<file path="config.mk">
export PLATFORM = sky130hd
export DESIGN_NAME = cbmf_merge
export DESIGN_NICKNAME = d
export VERILOG_FILES = /design/src/rtl/cbmf_merge.sv
export SDC_FILE = /design/constraint.sdc
export NUM_CORES = 1
export LEC_CHECK = 0
export BUFFER_PORTS_ARGS = -buffer_cell sky130_fd_sc_hd__buf_4
export CAP_MARGIN = 10
export CORE_AREA = 5 5 172 174
export DETAILED_ROUTE_END_ITERATION = 8
export DIE_AREA = 0 0 177 179
export GPL_ROUTABILITY_DRIVEN = 0
export PLACE_DENSITY = 0.74
export SLEW_MARGIN = 30
export SYNTH_ARGS = -nofsm -noshare
export SYNTH_HDL_FRONTEND = slang
export SYNTH_SLANG_ARGS = --single-unit
</file>
<file path="constraint.sdc">
create_clock -name clk -period 5.5 [get_ports clk]
set_clock_uncertainty 0.05 [all_clocks]
set_input_delay 0.55 -clock clk [delete_from_list [all_inputs] [get_ports clk]]
set_output_delay 0.55 -clock clk [all_outputs]
set_load 0.02 [all_outputs]
</file>
<file path="src/rtl/cbmf_merge.sv">
module cbmf_merge #(
  parameter int LANES = 10,
  parameter int LW = 20,
  parameter int SW = 24
) (
  input  logic                 clk,
  input  logic                 en,
  input  logic signed [LW-1:0] lane_x [LANES],
  input  logic signed [LW-1:0] lane_y [LANES],
  output logic signed [SW-1:0] sum_x,
  output logic signed [SW-1:0] sum_y
);

  logic signed [SW-1:0] acc_x;
  logic signed [SW-1:0] acc_y;

  always_comb begin
    acc_x = '0;
    acc_y = '0;
    for (int i = 0; i < LANES; i++) begin
      acc_x = acc_x + SW'(lane_x[i]);
      acc_y = acc_y + SW'(lane_y[i]);
    end
  end

  always_ff @(posedge clk) begin
    if (en) begin
      sum_x <= acc_x;
      sum_y <= acc_y;
    end
  end

endmodule

</file>
# Word level (Yosys, flattened, before mapping)
# Index checks and enable logic that the tools add are counted.
# totals
register_bits,48
output_inout_bits,48
# op_classes
add_sub_neg,18
# ops
op,n
$add A24 B20 Y24,10
$add A23 B20 Y24,2
$add A22 B20 Y23,2
$add A21 B20 Y22,2
$add A20 B20 Y21,2

# Longest topological paths before layout
# depth
depth_word,9
depth_mapped,18
mapped_depth_nobuf,18

# Worst setup path after synthesis
# Ideal clock, no wire load.
# synth_timing
kind,input port to flip-flop
start,in lane_y[122] (netlist name)
end,"reg sum_y[20], data pin"
setup_ns,0.259
arrival_time_ns,4.725
t_required_ns,5.191
path_slack_ns,0.466
path_stages,15
cell_sequence,fa_1 fa_1 fa_1 inv_1 fa_1 inv_1 fa_1 ha_1 a211oi_4 o21a_1 o31ai_2 a2111oi_2 nor4_2 o221a_1 xor2_1
# synth_via
elab_chain_len,7
# synth_rtl
item,line_no,rtl
start: declaration,9,"input logic signed [LW-1:0] lane_y [LANES],"
$add A22 B20 Y23,22,acc_y = acc_y + SW'(lane_y[i]);
$add A23 B20 Y24,22,
$add A24 B20 Y24 (5 in series),22,
named net acc_y[20],15,logic signed [SW-1:0] acc_y;
end signal: assignment,29,sum_y <= acc_y;
end: declaration,11,output logic signed [SW-1:0] sum_y
# The timed path passes the listed nets, and every way through them passes these cells.
# A chain may end at the register's enable or synchronous reset.

# Final worst setup path
# Ends and elaborated chain as after synthesis.

==> results.md <==
* Status: completed
* Final instance area at 15860 sq um
* # setup viols final at 0
* Post-layout min period at 5.205 ns
* Synth Flop Type: edfxtp_1
* CTS H-Tree Depth at 2
* Area growth syn-to-layout at 33.57%
* Synth top area cells: fa_1 (55%), inv_1 (14%), edfxtp_1 (12%), ha_1 (5.7%), xnor2_1 (2.3%)
* Die area at 31680 sq um
* Crit end category: flop
* Drt first pass iters at 4
* CP required at 5.49 ns
* Vias in the first global route at 9900
* Hold WS at 0.5133 ns
* CP max FO at 3
* Crit Path Category: primary input to flop
* Synthesis-stage register bit count at 48
* Post-cts repair resize count at 0
* Post-CTS setup buffers at 0
* Commonest non-fill, non-tap cells in the layout: buf_4 (451), inv_1 (433), fa_1 (328)
* Sink Count at 48
* Core area at 27630 sq um
* Max-Cap Viols at 0
* CTS tree: done
* Vias at 8655
* Nets@finish at 2333
* GR Util All Layers at 0.1695
* Max clock buf depth at 2
* Final hold violations at 0
* Max-Slew Margin vs Limit at 0.5632
* Final antenna-violating net count at 0
* FMAX at 0.1921 GHz
* Crit-path slowest cell: fa_1
* Slowest stage delay, CP at 0.59 ns
* Post-route DRC at 0
* Cell mode on critical path: fa_1
* Setup tns final at 0 ns
* Hold-fix buffers, CTS at 0
* Input/output buffers at 449
* Initial DRC Count at 204
* Hold Crit Class: primary input to flop
* Synth top area share at 0.5532
* Clock transition at path regs at 0.06 ns
* Period utilization at 0.9463
* Post-Syn Instances at 1093
* Placed cell areas at 15720 sq um
* Root Driver: clkbuf_16
* RSZ-0062 raised after global routing: no
* Largest net degree at the start of global routing at 49
* Routed wire length at 26600 um
* CP Launch Type: primary input
* Commonest non-fill, non-tap cell in the layout: buf_4
* Post-Syn Area at 11870 sq um
* ANT cells at 0
* Hold Path Depth at 2
* Post-synth top area cell: fa_1
* Async S/R FF share, synth at 0
* CTS buffer count at 5
* Layout cells sized above 1 at 0.3034
* Post-synthesis sequential area ratio at 0.1214
* Worst Path Arrival at 5.19 ns
* YS warnings at 0
* Routed len/inst at 13.80 um
* Total congestion overflow at 0
* Rows at 61
* Syn avg cell area at 10.86 sq um
* CP cell instances: buf_4, fa_1, fa_1, fa_1, inv_1, fa_1, inv_1, fa_1, ha_1, a211oi_4, o21a_1, o31ai_2, a2111oi_2, nor4_2, o221a_1, xor2_1
* DP Wirelength at 25600 um
* Hold_sp: lane_x[180]
* Antenna violations before repair at 0
* Die H at 179 um
* DR vias/cell at 4.491
* First-pass GRT wire length at 43820 um
* EDFF count, synth at 48
* Worst hold endpoint: sum_x[0]
* Unique cell type count in the Yosys netlist at 47
* Initial core utilization at 0.4296
* Syn Nets at 1877
* Ports at 450
* Worst-Margin Slew at 0.6552 ns
* Slew Limit Fails at 0
* Die W at 177 um
==> stage by stage <==
| stage | instances | util | worst slack (ns) |
|---|---|---|---|
| finish | 1927 | 0.5739 | 0.2951 |
| global placement | 1920 | 0.5690 | 0.1253 |
| global route | 1927 | 0.5739 | 0.08301 |
| CTS | 1927 | 0.5739 | 0.2844 |
| floorplan | 1093 | - | 0.4660 |
| detailed placement | 1920 | 0.5690 | -0.004826 |
==> layout make-up <==
class | count | area, sq um
Fill cell | 2424 | 11770
Multi-Input combinational cell | 610 | 8796
Timing Repair Buffer | 451 | 3386
Inverter | 433 | 1625
Sequential cell | 48 | 1441
Tap cell | 378 | 473.0
Clock buffer | 6 | 128.9
Clock inverter | 1 | 5.005
==> synth_stat cells, types with 2 or more instances <==
library cell / count
clkbuf_1: 2
xor2_1: 14
nor3_1: 4
a21o_1: 23
a41oi_1: 5
ha_1: 54
o21bai_1: 4
nor2b_1: 9
xnor2_1: 31
and4_1: 2
o21ai_0: 17
o31ai_2: 2
and3_1: 7
a31oi_1: 6
nand2b_1: 3
o21ai_1: 2
o21a_1: 6
edfxtp_1: 48
and2_1: 3
a211oi_1: 2
inv_1: 433
nor2_1: 18
a2111oi_2: 2
a21boi_0: 2
a21oi_2: 3
fa_1: 328
nand2_1: 14
a21oi_1: 28
nand3_1: 3
==> cell families after synthesis <==
group                    after synthesis  share of synthesized area
buffers and inverters                435                     0.1376
adder cells (fa/ha/maj)              382                     0.6101
AO/OA/AOI/OAI                        114                    0.06746
AND/OR/NAND/NOR                       69                    0.03025
flip-flops                            48                     0.1214
XOR/XNOR                              45                    0.03320
==> metal layers <==
layer	vias up	wire length, um	global-route usage
li1	4045	-	-
met1	4306	9031	0.1918
met2	279	14930	0.3246
met3	25	2336	0.05167
met4	0	303	0.01902
met5	-	0	0
==> flip-flops by register name, indices dropped and copies added (netlist names) <==
register and cells:
sum_y 24, sum_x 24
==> worst max-delay path, delay by kind of cell <==
family                   cells  cell delay, ns
XOR/XNOR                     1            0.14
adder cells (fa/ha/maj)      6            2.93
AND/OR/NAND/NOR              1            0.10
buffers and inverters        3            0.23
AO/OA/AOI/OAI                5            1.25
==> how the worst max path moves through the flow <==
stage	start	end	slack, ns	cells past startpoint
2_1_floorplan	lane_y[122]	sum_y[20]	0.47	15
3_3_place_gp	lane_y[122]	sum_y[20]	0.13	16
3_5_place_dp	lane_y[122]	sum_y[20]	-0.005	16
4_1_cts	lane_y[122]	sum_y[20]	0.28	16
5_1_grt	lane_y[122]	sum_y[20]	0.08	16
6_report	lane_y[122]	sum_y[20]	0.30	16
Power is not shown: default switching activity piles up to over one toggle a cycle in this logic, so the estimate is an artifact.
