<file path="config.mk">
export PLATFORM = sky130hd
export DESIGN_NAME = cbmf_div
export DESIGN_NICKNAME = d
export VERILOG_FILES = /design/src/rtl/cbmf_div.sv
export SDC_FILE = /design/constraint.sdc
export NUM_CORES = 1
export LEC_CHECK = 0
export BUFFER_PORTS_ARGS = -buffer_cell sky130_fd_sc_hd__clkbuf_2
export CAP_MARGIN = 10
export CORE_MARGIN = 4
export CORE_UTILIZATION = 45
export DETAILED_ROUTE_END_ITERATION = 8
export GPL_ROUTABILITY_DRIVEN = 0
export PLACE_DENSITY = 0.7
export SLEW_MARGIN = 25
export SYNTH_ARGS = -nofsm -noshare
export SYNTH_HDL_FRONTEND = slang
export SYNTH_SLANG_ARGS = --single-unit
</file>
<file path="constraint.sdc">
create_clock -name clk -period 2 [get_ports clk]
set_input_delay 0.2 -clock clk [delete_from_list [all_inputs] [get_ports clk]]
set_output_delay 0.2 -clock clk [all_outputs]
set_load 0.02 [all_outputs]
</file>
<file path="src/rtl/cbmf_div.sv">
module cbmf_div #(
  parameter int NW = 24,
  parameter int DW = 8
) (
  input  logic          clk,
  input  logic          rst,
  input  logic          start,
  input  logic [NW-1:0] num,
  input  logic [DW-1:0] den,
  output logic          done,
  output logic [NW-1:0] quot
);

  localparam int CNW = $clog2(NW + 1);

  logic [DW-1:0]  rem;
  logic [DW-1:0]  dvs;
  logic [CNW-1:0] cnt;
  logic           run;
  logic [DW:0]    rem_sh;
  logic           fits;

  assign rem_sh = {rem, quot[NW-1]};
  assign fits = rem_sh >= {1'b0, dvs};

  // restoring division, one quotient bit a cycle
  always_ff @(posedge clk) begin
    if (rst) begin
      run  <= 1'b0;
      done <= 1'b0;
      cnt  <= '0;
    end else begin
      done <= 1'b0;
      if (start) begin
        run <= 1'b1;
        cnt <= CNW'(NW);
      end else if (run) begin
        cnt <= cnt - 1'b1;
        if (cnt == CNW'(1)) begin
          run  <= 1'b0;
          done <= 1'b1;
        end
      end
    end
  end

  always_ff @(posedge clk) begin
    if (start) begin
      quot <= num;
      rem  <= '0;
      dvs  <= den;
    end else if (run) begin
      rem  <= fits ? DW'(rem_sh - {1'b0, dvs}) : rem_sh[DW-1:0];
      quot <= {quot[NW-2:0], fits};
    end
  end

endmodule

</file>
# Word-level counts from Yosys, hierarchy flattened
# Cells that the tools add are included.
# W data, S select, Z words.
# word_totals
register_bits	47
word_cells	24
in_bits	35
output_inout_bits	25
# classes
add_sub_neg	2
bitwise_logic	1
muxes	9
n_lt_le_gt_ge	1
n_eq_ne	1
reduce_logical	3
# ops
cell	n
$mux W24	2
$mux W5	2
$ge A9 B8 Y1	1
$mux W8	1
$sub A8 B8 Y8	1
$eq A5 B1 Y1 const B	1
$sub A5 B1 Y5 const B	1
$mux W1	4
$reduce_or A3 Y1	1
$reduce_bool A2 Y1	1
$reduce_or A2 Y1	1
$not A1 Y1	1

# Longest topological paths before layout
# Gate-level depths: netlist (run 1).
# logic_depth
depth_word	4
ltp_mapped	8
ltp_nobuf	8

# Worst setup path after synthesis (run 1)
# Ideal clock, no wire load.
# synth_timing
kind	flip-flop to flip-flop
startpoint	register quot[23]
endpoint	register rem[6]
period_less_slack_ns	1.896
n_path_buf	0
arrival_ns	1.817
path_slack_ns	0.104
t_required_ns	1.921
setup_ns	0.079
path_stages_with_launch	9
path_cell_list	edfxtp_1 -> inv_1 -> ha_1 -> fa_1 -> nand2b_1 -> o211ai_1 -> a21oi_1 -> xor2_1 -> o211ai_1
# synth_between
elab_chain_cells	2
word_cells_on_any_way	3
classes_between	1 x add/sub; 1 x order compare; 1 x mux
# synth_lines
element	line	text
start: declaration	11	output logic [NW-1:0] quot
start signal: assignment	49	quot <= num;
start signal: assignment	54	quot <= {quot[NW-2:0], fits};
$sub A8 B8 Y8 / $ge A9 B8 Y1 (equally long branches)	53, 24	
$mux W8 (*)	53	rem <= fits ? DW'(rem_sh - {1'b0, dvs}) : rem_sh[DW-1:0];
end signal: assignment	53	
end: declaration	16	logic [DW-1:0] rem;
# Mark *: on every way between the ends. The rest lies on a longest branch, timed or not.
# A chain may end at the register's enable or synchronous reset.

# Final worst setup path (run 1)
# Same ends and word-level chain as after synthesis.

==> impl_metrics.toml, run 1 <==
[power_and_ir_drop]
p_sw_uw = 571
comb_power_share_pct = 18.3
pwr-share-clk_pct = 26.0
power.internal_uw = 1540
p_sw_share_pct = 27.1
p_per_area_nw_per_um2 = 763
seqPwrFrac_pct = 55.6
p_leak_uw = 0.00118
peakVddDrop_uv = 536

[hold_path]
min_to = "dvs[1]$_DFFE_PP_"
min_from = "den[1]"
worstHoldPathCells = 1
hp-class = "primary input to flop"

[cts]
cts_tree = "built"
cts_root_buf = "clkbuf_8"
hold_buffers = 0
htree_num_levels = 2
cts.sinks = 47
cts_buffers = 5
clk_pin_slew_ns = 0.08
max-clock-path-buffers = 2
worstSkewPairLatency_ns = 0.30

[worst_setup_path]
cp_max_fo = 3
worst_ep_required_time_ns = 2.22
critical_path.cell_chain = "inv_1, ha_1, fa_2, nand2b_1, o211ai_1, a21oi_2, xor2_1, o211ai_1"
cp_data_arrival_time_ns = 2.11
critical_path_class = "flop to flop"
reg2reg_from = "quot[23]$_DFFE_PP_"
cp-startpoint = "quot[23]$_DFFE_PP_"
start_kind = "flop"
crit_slowest_cell = "edfxtp_1"
reg2reg_slack_ns = 0.11
reg2reg_to = "rem[6]$_SDFFE_PP0P_"
crit_family = "adder cells"
worst-path-stages = 8
reg2reg_depth = 8
path_common_cell = "o211ai_1"
slowest_delay_ns = 0.36
worstSetupEndpointType = "flop"
cp_num_buf_inv = 1

[cells_and_area]
drive_gt1_share_pct = 41.8
nets = 296
design_area_sq_um = 2770
stdcell_count = 318
antenna_cells = 0
fin_util_pct = 57.4
area_growth_syn_to_layout_pct = 21.0

[global_routing]
grt_pass1_wl_microns = 7360
grt_max_degree = 25
grt_usage_pct = 14.9
antenna_found_initial = 0
grt_pass1_vias = 1579
grt-ovfl-total = 0

[timing]
finalHoldViolCount = 0
max_slew.worst_pin.slew_ns = 0.572
min_period_over_period_pct = 94.4
timing.final.crit_period_ns = 1.89
setup_ws_ns = 0.113
maxSlewViolCount = 0
finalSetupTns_ns = 0
fmax_ghz = 0.530
slew_headroom_pct = 61.7
final-setup-viol-count = 0
fin_skew_ns = 0.00723

[route]
drt_pass1_iterations = 4
wire_per_inst_microns = 13.9
drc_errors = 0
viasPerCell = 5.12
detail-route-antenna-nets = 0
routed_wl_microns = 4420
vias = 1629
drt_iter0_drc = 98

[floorplanning]
die_x_microns = 79.3
ios = 60
core-area_sq_um = 4820
dieArea_sq_um = 6280
rows = 25
die_h_microns = 79.3
initial_core_util_pct = 47.5

[synthesis]
ys_warn_count = 0
synth.largest_area_cell = "edfxtp_1"
synth_area_leaders = "edfxtp_1 42%, dfxtp_1 13%, mux2_2 11%, ha_1 5.5%, inv_1 2.3%"
syn_avg_cell_area_sq_um = 12.4
synth_nets = 230
synth_seq_cells = 47
synth.distinct_cells = 34
netlist_instances = 184
synth.top_cell.area_share_pct = 42.0
synthesis.area_sq_um = 2290
synth-seq-area-share_pct = 55.2

[place]
place_area_sq_um = 2660
placed_cells = 308
dp_slack_ns = 0.0538
port_buffers = 59
hpwl_microns = 3330

[run_status]
status = "finished clean"

[run]
maxCapViolations = 0
[layer usage]
metal	routed length (microns)	global-route usage (%)	up-vias	part of all wire, %
met5	0	0	-	0
met4	70	5.33	0	1.6
met3	242	4.42	7	5.5
met2	2240	25.1	47	51
met1	1870	18.1	768	42
li1	-	-	807	-
[cell families after synthesis]
| group | synth area share [%] |
|---|---|
| DFF | 55.2 |
| adders and majority gates | 6.35 |
| AOI/OAI and AO/OA | 9.03 |
| muxes | 12.6 |
| buffers and inverters | 3.83 |
| and+or+nand+nor | 9.14 |
| xor gates and xnor gates | 3.83 |
[synth_stat cells]
| cell | count |
|---|---|
| nand3_1 | 4 |
| xor2_1 | 6 |
| a32oi_1 | 3 |
| nor4b_1 | 1 |
| ha_1 | 10 |
| a21oi_2 | 2 |
| edfxtp_1 | 32 |
| clkbuf_1 | 1 |
| o311ai_2 | 2 |
| xnor2_1 | 4 |
| buf_2 | 4 |
| nand4b_1 | 1 |
| a2111oi_0 | 1 |
| o21ai_0 | 3 |
| nor2b_1 | 2 |
| a21oi_1 | 7 |
| nor3_1 | 4 |
| mux2i_1 | 3 |
| a41oi_1 | 1 |
| dfxtp_1 | 15 |
| nor2_1 | 13 |
| o221ai_1 | 1 |
| o31ai_1 | 1 |
| o211ai_1 | 3 |
| o21ai_2 | 1 |
| o21ai_1 | 3 |
| mux2_2 | 23 |
| inv_1 | 14 |
| nand2b_1 | 5 |
| nand2_1 | 10 |
| or4_4 | 1 |
| buf_6 | 1 |
| fa_1 | 1 |
| or4b_2 | 1 |
[per-stage QoR]
step / power (uW) / hold WS [ns]
2_1_floorplan: 1440 / 0.272
3_3_place_gp: 1570 / 0.377
3_5_place_dp: 1580 / 0.379
4_1_cts: 2130 / 0.0625
5_1_grt: 2220 / 0.0549
6_report: 2110 / 0.0733
[flip-flops by register name (all words and copies together) (netlist names)]
name	flops
cnt	5
done	1
dvs	8
quot	24
rem	8
run	1
[how the worst max path moves through the flow]
stage	to
2_1_floorplan	rem[6]$_SDFFE_PP0P_
3_3_place_gp	rem[6]$_SDFFE_PP0P_
3_5_place_dp	rem[6]$_SDFFE_PP0P_
4_1_cts	rem[6]$_SDFFE_PP0P_
5_1_grt	rem[6]$_SDFFE_PP0P_
6_report	rem[6]$_SDFFE_PP0P_
[power by group through the flow]
stage	combinational, uW	clock [uW]	sequential, uW
2_1_floorplan	193	0	1250
3_3_place_gp	375	0	1200
3_5_place_dp	381	0	1200
4_1_cts	388	568	1180
5_1_grt	426	603	1190
6_report	387	549	1170
[cell type report]
type	instances	area (sq um)
clock buffers	5	68.8
inverters	14	52.6
fillers	435	2050
flip-flops and latches	47	1260
repair buffers	65	340
well taps	67	83.8
multi-input cells	117	943
clock inverters	3	15.0
[cells in the final DEF, fill, tap and decap left out]
master     count
clkbuf_2      59
edfxtp_1      32
mux2_2        23
dfxtp_1       15
inv_1         14
nor2_1        13
nand2_1       10
ha_1          10
a21oi_1        6
xor2_1         6
buf_4          6
nand2b_1       5
clkbuf_8       5
nand3_1        4
xnor2_1        4
nor3_1         4
o21ai_1        3
a21oi_2        3
mux2i_1        3
o211ai_1       3
a32oi_1        3
o21ai_0        3
clkinv_2       3
nor2b_1        2
o311ai_2       2
o221ai_1       1
nand4b_1       1
a41oi_1        1
o31ai_1        1
or4b_2         1
or4_4          1
o21ai_2        1
a2111oi_0      1
nor4b_1        1
fa_2           1
[timing repair]
| item | in CTS | in global routing |
|---|---|---|
| buffers inserted | 1 | 1 |
| gates resized for setup | 0 | 2 |
| pin swaps | 0 | 2 |
| endpoints found under the setup margin | 1 | 1 |
(Power assumes the default switching activity.)
==> inputs of run 2 (changes only) <==
Settings changed: BUFFER_PORTS_ARGS -buffer_cell sky130_fd_sc_hd__clkbuf_2 to default, CORE_ASPECT_RATIO from default to 1.1, DONT_BUFFER_PORTS from default to 1, PLACE_DENSITY 0.7 to default.
==> impl_metrics.toml, run 2 (same netlist as run 1, synthesis figures left out) <==
[run_status]
status = "finished clean"

[timing]
maxSlewViolCount = 0
rsz0062_at_grt = "no"
timing.final.crit_period_ns = 1.84
fin_skew_ns = 0.00691
slew_headroom_pct = 67.3
fmax_ghz = 0.544
finalSetupTns_ns = 0
finalHoldViolCount = 0
final-setup-viol-count = 0
max_slew.worst_pin.slew_ns = 0.488
fin_worst_hold_slack_ns = 0.0468
min_period_over_period_pct = 91.9

[route]
drt_pass1_iterations = 4
vias = 1440
met3WireLength_microns = 260
routed_wl_microns = 4410
detail-route-antenna-nets = 0
wl_met1_microns = 1840
wire_per_inst_microns = 17.1
top_layer = "met4"
met2WireLength_microns = 2250
drc_errors = 0
viasPerCell = 5.58
drt_iter0_drc = 92

[power_and_ir_drop]
peakVddDrop_uv = 486
p_sw_uw = 553
fin_total_pwr_uw = 2090
pwr-share-clk_pct = 28.5
p_leak_uw = 0.000975
p_per_area_nw_per_um2 = 815
comb_power_share_pct = 12.0
power.internal_uw = 1540
seqPwrFrac_pct = 59.6
p_sw_share_pct = 26.5

[hold_path]
hp-class = "primary input to flop"

[place]
port_buffers = 0
hpwl_microns = 3040

[worst_setup_path]
cp_max_fo = 11
critical_path_class = "flop to flop"
start_kind = "flop"
cp_num_buf_inv = 1
worstSetupEndpointType = "flop"
crit_slowest_cell = "ha_1"
reg2reg_slack_ns = 0.16
worst_ep_required_time_ns = 2.19
cp_data_arrival_time_ns = 2.02
crit_family = "compound AO/OA/AOI/OAI gates"
critical_path.cell_chain = "ha_1, a21oi_1, o221ai_1, a21oi_2, buf_4, nand2b_1, o211ai_1"
slowest_delay_ns = 0.36

[cells_and_area]
mostFrequentLayoutCell = "edfxtp_1"
nFillCells = 405
fin_util_pct = 53.6
area_growth_syn_to_layout_pct = 12.2
antenna_cells = 0
nets = 247
reg_top3 = "quot: 24 flops, dvs: 8 flops, rem: 8 flops"
regMostFlops = "quot"
largest_reg_flops = 24
drive_gt1_share_pct = 21.3
final_cell_mix = "32 x edfxtp_1, 23 x mux2_2, 15 x dfxtp_1"

[global_routing]
grt_pass1_vias = 1514
grt_usage_pct = 14.3
grt-ovfl-total = 0
antenna_found_initial = 0
grt_max_degree = 34
grt_pass1_wl_microns = 7210

[cts]
post-cts-setup-buffers = 0
worstSkewPairLatency_ns = 0.30
cts_buffers = 5
htree_num_levels = 2
cts_tree = "built"
max-clock-path-buffers = 2
cts.sinks = 47
cts_root_buf = "clkbuf_8"
clk_pin_slew_ns = 0.09

[floorplanning]
die_x_microns = 76.0
ios = 60
initial_core_util_pct = 47.8
core-area_sq_um = 4780
rows = 26
dieArea_sq_um = 6290
die_h_microns = 82.8

[run]
maxCapViolations = 0
[run 2: repair_timing]
action | CTS | global route
resized for setup | 0 | 1
hold buffers | 10 | 1
setup endpoints to repair | 0 | 1
endpoints found under the hold margin | 22 | 1
[run 2: worst reg2reg max path, delay by kind of cell (launching register included)]
family                   cells  cell delay (ns)
AO/OA/AOI/OAI                4             0.63
flip-flops                   1             0.35
adder cells (fa/ha/maj)      1             0.36
buffers and inverters        1             0.20
AND/OR/NAND/NOR              1             0.19
[run 2: area by class of cell]
cell class                 count  area [sq um]  area share, %
clock inverter                 2          11.3          0.439
tap                           56          70.1           2.73
multi-input combinational    117           940           36.6
sequential                    47          1260           49.2
clock buffer                   6          82.6           3.22
inverter                      14          52.6           2.05
timing repair buffer          16           148           5.76
[run 2: stage by stage]
step | instance area, sq um | setup slack (ns) | std cells
final | 2560 | 0.162 | 258
after global routing | 2560 | 0.0585 | 258
after CTS | 2550 | 0.127 | 257
after detailed placement | 2360 | 0.162 | 239
after global placement | 2360 | 0.183 | 239
after floorplan | 2290 | 0.104 | 184
[run 2: path summary, 6_finish.rpt]
kind,from,endpoint,depth (start not counted)
min,start,run$_SDFF_PP0_,2
max,rem[5]$_SDFFE_PP0P_,rem[6]$_SDFFE_PP0P_,7
max reg2reg,rem[5]$_SDFFE_PP0P_,rem[6]$_SDFFE_PP0P_,7
min reg2reg,rem[3]$_SDFFE_PP0P_,rem[3]$_SDFFE_PP0P_,2
[run 2: routing by layer]
layer  track usage [%]  up-vias
li1                  -      700
met1              16.5      691
met2              25.3       43
met3              4.12        6
met4              5.69        0
met5                 0        -
[run 2: power groups by stage]
| stage | combinational, uW | sequential, uW | clock, uW |
|---|---|---|---|
| 2_1_floorplan | 193 | 1250 | 0 |
| 3_3_place_gp | 217 | 1270 | 0 |
| 3_5_place_dp | 225 | 1270 | 0 |
| 4_1_cts | 248 | 1250 | 620 |
| 5_1_grt | 281 | 1260 | 654 |
| 6_report | 250 | 1240 | 595 |
